**src/sv/wash_dry_cycle_sequencer_defines.svh**
```systemverilog
// assertion macros for the wash/dry cycle sequencer
// expects clk and rst_n in the scope of each use
`ifndef WASH_DRY_CYCLE_SEQUENCER_DEFINES_SVH
`define WASH_DRY_CYCLE_SEQUENCER_DEFINES_SVH

// same-cycle implication, disabled during reset
`define WDCS_ASSERT_NOW(lbl, ante, cons, msg) \
  lbl: assert property (@(posedge clk) disable iff (!rst_n) (ante) |-> (cons)) \
    else $error(msg);

// next-cycle implication, disabled during reset
`define WDCS_ASSERT_NEXT(lbl, ante, cons, msg) \
  lbl: assert property (@(posedge clk) disable iff (!rst_n) (ante) |=> (cons)) \
    else $error(msg);

`endif

```
**src/sv/wdcs_pkg.sv**
```systemverilog
// shared types and constants for the wash/dry cycle sequencer
// no dependencies
`default_nettype none

package wdcs_pkg;

  localparam int unsigned CfgIdxW  = 3;
  localparam int unsigned CfgDataW = 16;
  localparam int unsigned RemW     = 18;

  localparam logic [3:0] NoticeSeconds = 4'd5;
  localparam logic signed [RemW-1:0] RemMin = {1'b1, {(RemW-1){1'b0}}};

  // request codes of an input item
  typedef enum logic [1:0] {
    REQ_START = 2'd0,
    REQ_TICK  = 2'd1,
    REQ_STOP  = 2'd2,
    REQ_DOOR  = 2'd3
  } req_t;

  // machine phases as reported in the phase field
  typedef enum logic [3:0] {
    PH_IDLE   = 4'd0,
    PH_READY  = 4'd1,
    PH_WET    = 4'd2,
    PH_DET    = 4'd3,
    PH_RINSE  = 4'd4,
    PH_GAP    = 4'd5,
    PH_BLOW   = 4'd6,
    PH_DONE   = 4'd7,
    PH_NOTICE = 4'd8
  } phase_t;

  // configuration register indexes
  typedef enum logic [CfgIdxW-1:0] {
    CFG_WASH_TOTAL = 3'd0,
    CFG_BLOW_TOTAL = 3'd1,
    CFG_FULL_WASH  = 3'd2,
    CFG_WET        = 3'd3,
    CFG_DET_RESV   = 3'd4,
    CFG_COOL_DOWN  = 3'd5,
    CFG_DISPENSE   = 3'd6,
    CFG_GAP        = 3'd7
  } cfg_idx_t;

  typedef struct packed {
    logic [15:0] wash_total_s;
    logic [15:0] blow_total_s;
    logic        full_wash;
    logic [7:0]  wet_s;
    logic [7:0]  detergent_reserve_s;
    logic [15:0] cool_down_s;
    logic [7:0]  dispense_s;
    logic [7:0]  gap_s;
  } cfg_t;

  typedef struct packed {
    logic wash_valve;
    logic detergent_pump;
    logic blower;
    logic heater;
    logic purple_lamp;
    logic main_lamp;
  } drive_t;

  typedef struct packed {
    drive_t      drv;
    logic [3:0]  phase;
    logic [15:0] wash_left;
    logic [15:0] blow_left;
  } result_t;

endpackage

`default_nettype wire

```
**src/sv/wdcs_if.sv**
```systemverilog
// valid/ready channel interfaces: input item, result item, config write
// depends on wdcs_pkg
`default_nettype none

interface wdcs_in_if;
  logic       valid;
  logic       ready;
  logic [1:0] req_type;
  logic       door_closed;

  modport source (output valid, output req_type, output door_closed, input ready);
  modport sink   (input valid, input req_type, input door_closed, output ready);
endinterface

interface wdcs_out_if;
  logic        valid;
  logic        ready;
  logic        wash_valve;
  logic        detergent_pump;
  logic        blower;
  logic        heater;
  logic        purple_lamp;
  logic        main_lamp;
  logic [3:0]  phase;
  logic [15:0] wash_left;
  logic [15:0] blow_left;

  modport source (output valid, output wash_valve, output detergent_pump, output blower,
                  output heater, output purple_lamp, output main_lamp, output phase,
                  output wash_left, output blow_left, input ready);
  modport sink   (input valid, input wash_valve, input detergent_pump, input blower,
                  input heater, input purple_lamp, input main_lamp, input phase,
                  input wash_left, input blow_left, output ready);
endinterface

interface wdcs_cfg_if;
  import wdcs_pkg::*;
  logic                valid;
  logic                ready;
  logic [CfgIdxW-1:0]  index;
  logic [CfgDataW-1:0] data;

  modport source (output valid, output index, output data, input ready);
  modport sink   (input valid, input index, input data, output ready);
endinterface

`default_nettype wire

```
**src/sv/wdcs_core.sv**
```systemverilog
// cycle state machine: phase, countdowns, timers and drive levels
// depends on wdcs_pkg and wash_dry_cycle_sequencer_defines.svh
`default_nettype none
`include "wash_dry_cycle_sequencer_defines.svh"

module wdcs_core import wdcs_pkg::*; (
  input  logic       clk,
  input  logic       rst_n,
  input  logic       step_en,
  input  logic [1:0] req_type,
  input  logic       door_closed,
  input  cfg_t       cfg,
  output result_t    res
);

  phase_t                 phase_r, phase_nxt;
  logic signed [RemW-1:0] wash_r, wash_nxt;
  logic signed [RemW-1:0] blow_r, blow_nxt;
  logic signed [RemW-1:0] blow_dec;
  logic [7:0]             ptimer_r, ptimer_nxt, ptimer_dec;
  logic [3:0]             ntimer_r, ntimer_nxt;
  drive_t                 drv_r, drv_nxt;
  logic                   expired;
  req_t                   req;

  // clamp a signed countdown into the 16-bit report range
  function automatic logic [15:0] clamp_left(input logic signed [RemW-1:0] v);
    logic [15:0] r;
    if (v <= 18'sd0) begin
      r = '0;
    end else if (v > $signed({{(RemW-16){1'b0}}, 16'hffff})) begin
      r = 16'hffff;
    end else begin
      r = v[15:0];
    end
    return r;
  endfunction

  assign req        = req_t'(req_type);
  assign expired    = (ptimer_r <= 8'd1);
  assign ptimer_dec = expired ? 8'd0 : ptimer_r - 8'd1;
  assign blow_dec   = (blow_r != RemMin) ? blow_r - 18'sd1 : blow_r;

  // next state for one item
  always_comb begin
    phase_nxt  = phase_r;
    wash_nxt   = wash_r;
    blow_nxt   = blow_r;
    ptimer_nxt = ptimer_r;
    ntimer_nxt = ntimer_r;
    drv_nxt    = drv_r;
    case (req)
      REQ_START: begin
        if (cfg.full_wash) begin
          wash_nxt = $signed({2'b00, cfg.wash_total_s});
        end else begin
          wash_nxt = $signed({2'b00, cfg.wash_total_s})
                   - $signed({10'd0, cfg.wet_s})
                   - $signed({10'd0, cfg.detergent_reserve_s});
        end
        blow_nxt          = $signed({2'b00, cfg.blow_total_s});
        phase_nxt         = PH_READY;
        ptimer_nxt        = '0;
        ntimer_nxt        = NoticeSeconds;
        drv_nxt           = '0;
        drv_nxt.main_lamp = 1'b1;
      end
      REQ_TICK: begin
        // wash time counts down through wetting, detergent and rinse
        if (phase_r inside {PH_WET, PH_DET, PH_RINSE} && wash_r != RemMin) begin
          wash_nxt = wash_r - 18'sd1;
        end
        case (phase_r)
          PH_READY: begin
            if (wash_r > 18'sd0) begin
              phase_nxt          = PH_WET;
              ptimer_nxt         = cfg.wet_s;
              drv_nxt.wash_valve = 1'b1;
            end else begin
              phase_nxt           = PH_BLOW;
              drv_nxt.blower      = 1'b1;
              drv_nxt.purple_lamp = 1'b1;
              drv_nxt.heater      = 1'b1;
            end
          end
          PH_WET: begin
            ptimer_nxt = ptimer_dec;
            if (expired) begin
              phase_nxt              = PH_DET;
              ptimer_nxt             = cfg.dispense_s;
              drv_nxt.detergent_pump = 1'b1;
            end
          end
          PH_DET: begin
            ptimer_nxt = ptimer_dec;
            if (expired) begin
              drv_nxt.detergent_pump = 1'b0;
              phase_nxt              = PH_RINSE;
            end
          end
          PH_RINSE: begin
            if (wash_nxt <= 18'sd0) begin
              drv_nxt.wash_valve = 1'b0;
              if (blow_r > 18'sd0) begin
                ptimer_nxt = cfg.gap_s;
                phase_nxt  = PH_GAP;
              end else begin
                phase_nxt = PH_DONE;
              end
            end
          end
          PH_GAP: begin
            ptimer_nxt = ptimer_dec;
            if (expired) begin
              phase_nxt           = PH_BLOW;
              drv_nxt.blower      = 1'b1;
              drv_nxt.purple_lamp = 1'b1;
              drv_nxt.heater      = 1'b1;
            end
          end
          PH_BLOW: begin
            blow_nxt = blow_dec;
            // heater cut at the cool-down mark
            if (blow_dec == $signed({2'b00, cfg.cool_down_s})) begin
              drv_nxt.heater = 1'b0;
            end
            if (blow_dec <= 18'sd0) begin
              phase_nxt           = PH_DONE;
              drv_nxt.blower      = 1'b0;
              drv_nxt.purple_lamp = 1'b0;
              drv_nxt.heater      = 1'b0;
            end
          end
          PH_DONE: begin
            phase_nxt = PH_NOTICE;
          end
          PH_NOTICE: begin
            if (ntimer_r <= 4'd1) begin
              ntimer_nxt        = '0;
              drv_nxt.main_lamp = 1'b1;
              phase_nxt         = PH_IDLE;
            end else begin
              ntimer_nxt        = ntimer_r - 4'd1;
              drv_nxt.main_lamp = 1'b0;
            end
          end
          default: ;
        endcase
      end
      REQ_STOP: begin
        if (phase_r != PH_IDLE) begin
          drv_nxt   = '0;
          phase_nxt = PH_NOTICE;
        end
      end
      default: begin
        // door check: an open door stops a running cycle
        if (!door_closed && phase_r inside {[PH_READY:PH_DONE]}) begin
          drv_nxt   = '0;
          phase_nxt = PH_NOTICE;
        end
      end
    endcase
  end

  // result fields follow the state after this item
  always_comb begin
    res.drv       = drv_nxt;
    res.phase     = phase_nxt;
    res.wash_left = clamp_left(wash_nxt);
    res.blow_left = clamp_left(blow_nxt);
  end

  // state registers
  always_ff @(posedge clk) begin
    if (!rst_n) begin
      phase_r  <= PH_IDLE;
      wash_r   <= '0;
      blow_r   <= '0;
      ptimer_r <= '0;
      ntimer_r <= '0;
      drv_r    <= '0;
    end else if (step_en) begin
      phase_r  <= phase_nxt;
      wash_r   <= wash_nxt;
      blow_r   <= blow_nxt;
      ptimer_r <= ptimer_nxt;
      ntimer_r <= ntimer_nxt;
      drv_r    <= drv_nxt;
    end
  end

  // drive level consistency
  `WDCS_ASSERT_NOW(a_pump_in_det, drv_r.detergent_pump, phase_r == PH_DET, "pump on outside detergent phase")
  `WDCS_ASSERT_NOW(a_valve_in_wash, drv_r.wash_valve, phase_r == PH_WET || phase_r == PH_DET || phase_r == PH_RINSE, "valve open outside wash phases")
  `WDCS_ASSERT_NOW(a_heater_blower, drv_r.heater, drv_r.blower && drv_r.purple_lamp, "heater on without blower")
  `WDCS_ASSERT_NOW(a_idle_quiet, phase_r == PH_IDLE, !drv_r.wash_valve && !drv_r.detergent_pump && !drv_r.blower && !drv_r.heater, "drive active while idle")

endmodule

`default_nettype wire

```
**src/sv/wash_dry_cycle_sequencer.sv**
```systemverilog
// Wash/dry cycle sequencer, top level.
// Channels: in_item carries req_type (start, one-second tick, operator stop,
// door check) and door_closed; out_item returns one result item per input
// item with the six drive levels, the phase and the remaining wash and blow
// seconds; cfg_wr writes the eight configuration registers by index, always ready.
// Flow: an item taken into the input register has its result item computed
// by wdcs_core between the two registers and loaded into the result register
// once that register is free, so a stalled receiver holds it back.
// Throughput: one item per cycle while out_item.ready holds.
// A new item is taken while a finished result still waits in the output
// register; when the receiver stalls, the result register and then the
// input register fill, and in_item.ready drops until out_item.ready returns.
// Reset (synchronous, rst_n low) empties both registers, puts the machine in
// idle with all drives off and zero countdowns, and loads the register
// defaults: wet 30 s, detergent reserve 20 s, cool-down 180 s, dispense 5 s,
// gap 10 s, totals zero.
// depends on wdcs_pkg, wdcs_if, wdcs_core and wash_dry_cycle_sequencer_defines.svh
`default_nettype none
`include "wash_dry_cycle_sequencer_defines.svh"

module wash_dry_cycle_sequencer import wdcs_pkg::*; (
  input  logic        clk,
  input  logic        rst_n,
  wdcs_in_if.sink     in_item,
  wdcs_out_if.source  out_item,
  wdcs_cfg_if.sink    cfg_wr
);

  logic       s1_valid_r;
  logic [1:0] s1_req_r;
  logic       s1_door_r;
  logic       out_valid_r;
  result_t    out_r;
  result_t    core_res;
  cfg_t       cfg_r;
  logic       adv2;
  logic       out_free;

  // handshake between the two registers
  assign out_free      = !out_valid_r || out_item.ready;
  assign adv2          = s1_valid_r && out_free;
  assign in_item.ready = !s1_valid_r || out_free;
  assign cfg_wr.ready  = 1'b1;

  // configuration registers
  always_ff @(posedge clk) begin
    if (!rst_n) begin
      cfg_r.wash_total_s        <= 16'd0;
      cfg_r.blow_total_s        <= 16'd0;
      cfg_r.full_wash           <= 1'b0;
      cfg_r.wet_s               <= 8'd30;
      cfg_r.detergent_reserve_s <= 8'd20;
      cfg_r.cool_down_s         <= 16'd180;
      cfg_r.dispense_s          <= 8'd5;
      cfg_r.gap_s               <= 8'd10;
    end else if (cfg_wr.valid) begin
      case (cfg_idx_t'(cfg_wr.index))
        CFG_WASH_TOTAL: cfg_r.wash_total_s        <= cfg_wr.data;
        CFG_BLOW_TOTAL: cfg_r.blow_total_s        <= cfg_wr.data;
        CFG_FULL_WASH:  cfg_r.full_wash           <= cfg_wr.data[0];
        CFG_WET:        cfg_r.wet_s               <= cfg_wr.data[7:0];
        CFG_DET_RESV:   cfg_r.detergent_reserve_s <= cfg_wr.data[7:0];
        CFG_COOL_DOWN:  cfg_r.cool_down_s         <= cfg_wr.data;
        CFG_DISPENSE:   cfg_r.dispense_s          <= cfg_wr.data[7:0];
        CFG_GAP:        cfg_r.gap_s               <= cfg_wr.data[7:0];
        default: ;
      endcase
    end
  end

  // input register and result register valid flags
  always_ff @(posedge clk) begin
    if (!rst_n) begin
      s1_valid_r  <= 1'b0;
      out_valid_r <= 1'b0;
    end else begin
      if (in_item.ready) begin
        s1_valid_r <= in_item.valid;
      end
      if (out_free) begin
        out_valid_r <= s1_valid_r;
      end
    end
  end

  // payload registers
  always_ff @(posedge clk) begin
    if (in_item.valid && in_item.ready) begin
      s1_req_r  <= in_item.req_type;
      s1_door_r <= in_item.door_closed;
    end
    if (adv2) begin
      out_r <= core_res;
    end
  end

  wdcs_core u_core (
    .clk         (clk),
    .rst_n       (rst_n),
    .step_en     (adv2),
    .req_type    (s1_req_r),
    .door_closed (s1_door_r),
    .cfg         (cfg_r),
    .res         (core_res)
  );

  // result channel
  assign out_item.valid          = out_valid_r;
  assign out_item.wash_valve     = out_r.drv.wash_valve;
  assign out_item.detergent_pump = out_r.drv.detergent_pump;
  assign out_item.blower         = out_r.drv.blower;
  assign out_item.heater         = out_r.drv.heater;
  assign out_item.purple_lamp    = out_r.drv.purple_lamp;
  assign out_item.main_lamp      = out_r.drv.main_lamp;
  assign out_item.phase          = out_r.phase;
  assign out_item.wash_left      = out_r.wash_left;
  assign out_item.blow_left      = out_r.blow_left;

  // pipeline bookkeeping
  `WDCS_ASSERT_NOW(a_stall_full, !in_item.ready, s1_valid_r && out_valid_r, "input stalled with a free stage")
  `WDCS_ASSERT_NOW(a_result_source, $rose(out_valid_r), $past(s1_valid_r), "result appeared without an item")

endmodule

`default_nettype wire
```
**src/flat_wrapper.sv**
```systemverilog
// flat-port wrapper written by rule: the top's interface ports become plain ports
module wash_dry_cycle_sequencer_flat import wdcs_pkg::*;
  (clk, rst_n, in_item_valid, in_item_req_type, in_item_door_closed, in_item_ready, out_item_valid, out_item_wash_valve, out_item_detergent_pump, out_item_blower, out_item_heater, out_item_purple_lamp, out_item_main_lamp, out_item_phase, out_item_wash_left, out_item_blow_left, out_item_ready, cfg_wr_valid, cfg_wr_index, cfg_wr_data, cfg_wr_ready);
  wdcs_in_if in_item_i ();
  wdcs_out_if out_item_i ();
  wdcs_cfg_if cfg_wr_i ();
  input  logic clk;
  input  logic rst_n;
  input wire logic [$bits(in_item_i.valid)-1:0] in_item_valid;
  input wire logic [$bits(in_item_i.req_type)-1:0] in_item_req_type;
  input wire logic [$bits(in_item_i.door_closed)-1:0] in_item_door_closed;
  output wire logic [$bits(in_item_i.ready)-1:0] in_item_ready;
  output wire logic [$bits(out_item_i.valid)-1:0] out_item_valid;
  output wire logic [$bits(out_item_i.wash_valve)-1:0] out_item_wash_valve;
  output wire logic [$bits(out_item_i.detergent_pump)-1:0] out_item_detergent_pump;
  output wire logic [$bits(out_item_i.blower)-1:0] out_item_blower;
  output wire logic [$bits(out_item_i.heater)-1:0] out_item_heater;
  output wire logic [$bits(out_item_i.purple_lamp)-1:0] out_item_purple_lamp;
  output wire logic [$bits(out_item_i.main_lamp)-1:0] out_item_main_lamp;
  output wire logic [$bits(out_item_i.phase)-1:0] out_item_phase;
  output wire logic [$bits(out_item_i.wash_left)-1:0] out_item_wash_left;
  output wire logic [$bits(out_item_i.blow_left)-1:0] out_item_blow_left;
  input wire logic [$bits(out_item_i.ready)-1:0] out_item_ready;
  input wire logic [$bits(cfg_wr_i.valid)-1:0] cfg_wr_valid;
  input wire logic [$bits(cfg_wr_i.index)-1:0] cfg_wr_index;
  input wire logic [$bits(cfg_wr_i.data)-1:0] cfg_wr_data;
  output wire logic [$bits(cfg_wr_i.ready)-1:0] cfg_wr_ready;
  assign in_item_i.valid = in_item_valid;
  assign in_item_i.req_type = in_item_req_type;
  assign in_item_i.door_closed = in_item_door_closed;
  assign in_item_ready = in_item_i.ready;
  assign out_item_valid = out_item_i.valid;
  assign out_item_wash_valve = out_item_i.wash_valve;
  assign out_item_detergent_pump = out_item_i.detergent_pump;
  assign out_item_blower = out_item_i.blower;
  assign out_item_heater = out_item_i.heater;
  assign out_item_purple_lamp = out_item_i.purple_lamp;
  assign out_item_main_lamp = out_item_i.main_lamp;
  assign out_item_phase = out_item_i.phase;
  assign out_item_wash_left = out_item_i.wash_left;
  assign out_item_blow_left = out_item_i.blow_left;
  assign out_item_i.ready = out_item_ready;
  assign cfg_wr_i.valid = cfg_wr_valid;
  assign cfg_wr_i.index = cfg_wr_index;
  assign cfg_wr_i.data = cfg_wr_data;
  assign cfg_wr_ready = cfg_wr_i.ready;
  wash_dry_cycle_sequencer u_core (.clk(clk), .rst_n(rst_n), .in_item(in_item_i), .out_item(out_item_i), .cfg_wr(cfg_wr_i));
endmodule
```
**config.mk**
```make
export PLATFORM = sky130hd
export DESIGN_NAME = wash_dry_cycle_sequencer_flat
export DESIGN_NICKNAME = d
export VERILOG_FILES = /design/src/sv/wdcs_pkg.sv /design/src/sv/wdcs_if.sv /design/src/sv/wdcs_core.sv /design/src/sv/wash_dry_cycle_sequencer.sv /design/src/flat_wrapper.sv
export VERILOG_INCLUDE_DIRS = /design/src /design/src/sv
export SDC_FILE = /design/constraint.sdc
export NUM_CORES = 1
export LEC_CHECK = 0
export ABC_AREA = 1
export ABC_CLOCK_PERIOD_IN_PS = 4000
export BUFFER_PORTS_ARGS = -buffer_cell sky130_fd_sc_hd__buf_2
export CAP_MARGIN = 10
export CORE_ASPECT_RATIO = 1.1
export CORE_UTILIZATION = 56
export CTS_CLUSTER_DIAMETER = 100
export DETAILED_ROUTE_END_ITERATION = 8
export PLACE_DENSITY = 0.89
export SYNTH_ARGS = -nofsm -noshare
export SYNTH_HDL_FRONTEND = slang
export SYNTH_HIERARCHICAL = 1
export SYNTH_SLANG_ARGS = --single-unit
```
**constraint.sdc**
```tcl
create_clock -name clk -period 4 [get_ports clk]
set_input_delay 0.4 -clock clk [delete_from_list [all_inputs] [get_ports clk]]
set_output_delay 0.4 -clock clk [all_outputs]
set_load 0.02 [all_outputs]
```
==> results.txt <==
first-pass GRT wire length -> 56.9 mm
Async S/R FF share, synth -> 0
Worst-Skew Late Latency -> 0.44 ns
PnR worst setup slack -> 0.159 ns
CTS tree -> built
gp weighted congestion -> 0.978
Post-synth EDFFs -> 45
Synth Flop Type -> dfxtp_1
Bufs and invs on worst path -> 2
vias in the first global route -> 11300
DR vias -> 12800
min cycle time layout -> 3.84 ns
n_diodes -> 0
setup TNS -> 0 ns
Hold Path Class -> in2reg
Pleak -> 6.49 nW
Yosys top cell area share -> 0.227
routed vias/inst -> 5.68
YS warnings -> 6
critical path launch point type -> register
Die W -> 144 um
Slew HR -> 0.265
pwr dens -> 395 nW/um^2
crit path cell chain -> inv_1, ha_2, nand2_1, nor2_1, nand2_1, nand3_1, xor2_1, ha_1, a21oi_2, nor2_1, nor2_1, o21ai_2, nor2_1, nand2_1, inv_1, nand2_1, o21bai_1, nand2_1, nand2_1, nand2_1, nor2_4, nand3_4, nand2_8, nor2_4
Iter 0 DRT Violations -> 1360
pre-CTS setup slack -> 0.0961 ns
CTS buffer count -> 17
initial antenna violation count -> 0
fin nets -> 2006
Peak VDD IR -> 0.000313 V
clk buf depth -> 2
Comb power frac -> 0.270
DRT Pass-1 Iters -> 6
post-DP HPWL -> 26.3 mm
Worst Skew -> 0.0124 ns
Starting Density -> 0.576
Flop pwr share -> 0.400
final setup fails -> 0
area leader, netlist -> dfxtp_1
library cells used by synthesis -> 55
share of cells above drive strength 1 -> 0.114
CTS H-tree lvls -> 4
Die ar. -> 22800 um^2
Core Rows -> 56
Fin. Hold Viols -> 0
Seq/Total Area, Yosys -> 0.336
port bufs -> 70
root buf cell -> clkbuf_16
CP most frequent cell -> nand2_1
final period utilization -> 0.960
CP delay by family, top -> simple AND/OR/NAND/NOR gates
DRT antenna net count -> 0
Residual DRC -> 0
Slowest cell on crit path -> dfxtp_1
io pins -> 72
Area contributors post-synth -> dfxtp_1 (23%), nand2_1 (15%), edfxtp_1 (11%), nor2_1 (9.1%), nand3_1 (7.6%)
drt wl/cell -> 16.1 um
peak per-stage delay on the critical path -> 0.38 ns
Synth Instances -> 1923
CP max FO -> 7
final WL -> 36.4 mm
Worst Max-Slew Pin Slew -> 1.10 ns
Post-Syn Area -> 12400 um^2
max_cap viols -> 0
CP Capture Type -> register
Critical Path AT -> 4.03 ns
fmax -> 260 MHz
Die Span Y -> 158 um
sw frac -> 0.362
Seq cells post-synth -> 186
overall routing resource usage -> 0.321
maximum number of pins on one net before global-route repair -> 105
data required time of the worst path -> 4.19 ns
WS Path Type -> reg2reg
Sink Count -> 186
Max Slew Vio Count -> 0
P&R area growth vs syn -> 9.14%
outcome -> completed
Core Box Area -> 21600 um^2
Sw Pwr -> 1.94 mW
syn nets -> 1975
grt total ovfl -> 0
Clk pwr share -> 0.330
syn_area_per_cell -> 6.47 um^2
Clock transition at path regs -> 0.07 ns
Power Internal -> 3.42 mW
[cell usage after synthesis, types with 21 or more instances]
cell type and number:
edfxtp_1 45, a21oi_1 101, clkbuf_1 33, nor2_1 303
o21ai_0 89, inv_1 232, xor2_1 21, ha_1 23
nand3_1 188, dfxtp_1 141, nand2_1 485, nor3_1 23
[power groups by stage]
stage / sequential (mW) / combinational [mW] / clock (mW)
after floorplan: 2.20 / 1.03 / 0
after global placement: 2.18 / 1.35 / 0
after detailed placement: 2.18 / 1.38 / 0
after CTS: 2.14 / 1.39 / 1.78
after global routing: 2.16 / 1.59 / 1.85
final: 2.14 / 1.44 / 1.77
[layout make-up]
class | instances | area [um^2]
clock inverters | 14 | 171
clock buffers | 18 | 439
fillers | 1954 | 8000
flip-flops and latches | 186 | 4170
inverters | 249 | 935
repair buffers | 83 | 450
well taps | 290 | 363
multi-input cells | 1417 | 7050
[layer usage]
layer  wire length (um)  part of all wire  up-vias  GRT usage
met1              15500              0.43     5792      0.442
met2              16400              0.45      673      0.499
met4               1100             0.030        0      0.136
met5                  0                 0        -          0
met3               3400             0.094       88     0.0496
li1                   -                 -     6264          -
[cells in the final DEF (no fill, tap or decap), drive strengths merged, types with 10 or more instances in the layout]
| master | n |
|---|---|
| inv | 257 |
| nor2 | 336 |
| xor2 | 22 |
| nand3 | 198 |
| edfxtp | 45 |
| nand4 | 21 |
| o21ai | 105 |
| dfxtp | 141 |
| o211ai | 10 |
| buf | 83 |
| nor3 | 33 |
| ha | 23 |
| clkbuf | 18 |
| nand2 | 499 |
| a21oi | 101 |
[through the flow]
step                      utilization  hold slack (ns)  std cells  total power, mW  instance area [um^2]
after detailed placement        0.597            0.451       2223             3.56                 12900
after global routing            0.629            0.135       2257             5.60                 13600
after global placement          0.597            0.440       2223             3.53                 12900
final                           0.629            0.143       2257             5.36                 13600
after CTS                       0.625            0.141       2255             5.31                 13500
after floorplan                     -            0.429       1923             3.22                 12400
[path summary, 6_finish.rpt]
path                                       from                                endpoint  slack [ns]  cells after the start
hold reg to reg    u_core/cfg_r[3]$_SDFFE_PN1P_            u_core/cfg_r[3]$_SDFFE_PN1P_        0.47                      2
setup / recovery  u_core/cfg_r[42]$_SDFFE_PN1P_  u_core/out_item.wash_left[7]$_DFFE_PP_        0.16                     24
hold / removal              in_item_door_closed              u_core/s1_door_r$_DFFE_PP_        0.14                      1
setup reg to reg  u_core/cfg_r[42]$_SDFFE_PN1P_  u_core/out_item.wash_left[7]$_DFFE_PP_        0.16                     24
[logic make-up after synthesis]
| family | Yosys count | share of synthesized area |
|---|---|---|
| flops | 186 | 0.336 |
| compound gates | 258 | 0.117 |
| other cells | 1 | 0.000301 |
| simple gates | 1104 | 0.394 |
| buf+inv | 321 | 0.106 |
| fa+ha+maj | 25 | 0.0264 |
| xor+xnor | 28 | 0.0203 |
[worst register-to-register path, stage by stage (launching register included)]
cell and delay, ns:
dfxtp_1 0.38, inv_1 0.06, ha_2 0.38, nand2_1 0.07
nor2_1 0.12, nand2_1 0.06, nand3_1 0.14, xor2_1 0.20
ha_1 0.32, a21oi_2 0.23, nor2_1 0.06, nor2_1 0.13
o21ai_2 0.10, nor2_1 0.14, nand2_1 0.10, inv_1 0.08
nand2_1 0.08, o21bai_1 0.16, nand2_1 0.08, nand2_1 0.06
nand2_1 0.09, nor2_4 0.17, nand3_4 0.15, nand2_8 0.18
nor2_4 0.04
[sequential cells by signal (all words and copies together) (netlist names), 2 cells and up]
register and cells:
u_core/out_item.blow_left 16, u_core/out_item.phase 4, u_core/cfg_r 81, u_core/u_core/ntimer_r 4, u_core/u_core/phase_r 4, u_core/s1_req_r 2, u_core/u_core/wash_r 18, u_core/out_item.wash_left 16
u_core/u_core/drv_r 6, u_core/u_core/blow_r 18, u_core/u_core/ptimer_r 8
[timing repair]
item                                    4_1_cts  5_1_grt
endpoints found under the setup margin        0       15
hold buffers                                  0        0
buffers inserted                              0        1
gates resized for setup                       0       16
No activity file was read; power rests on OpenSTA's default activity.
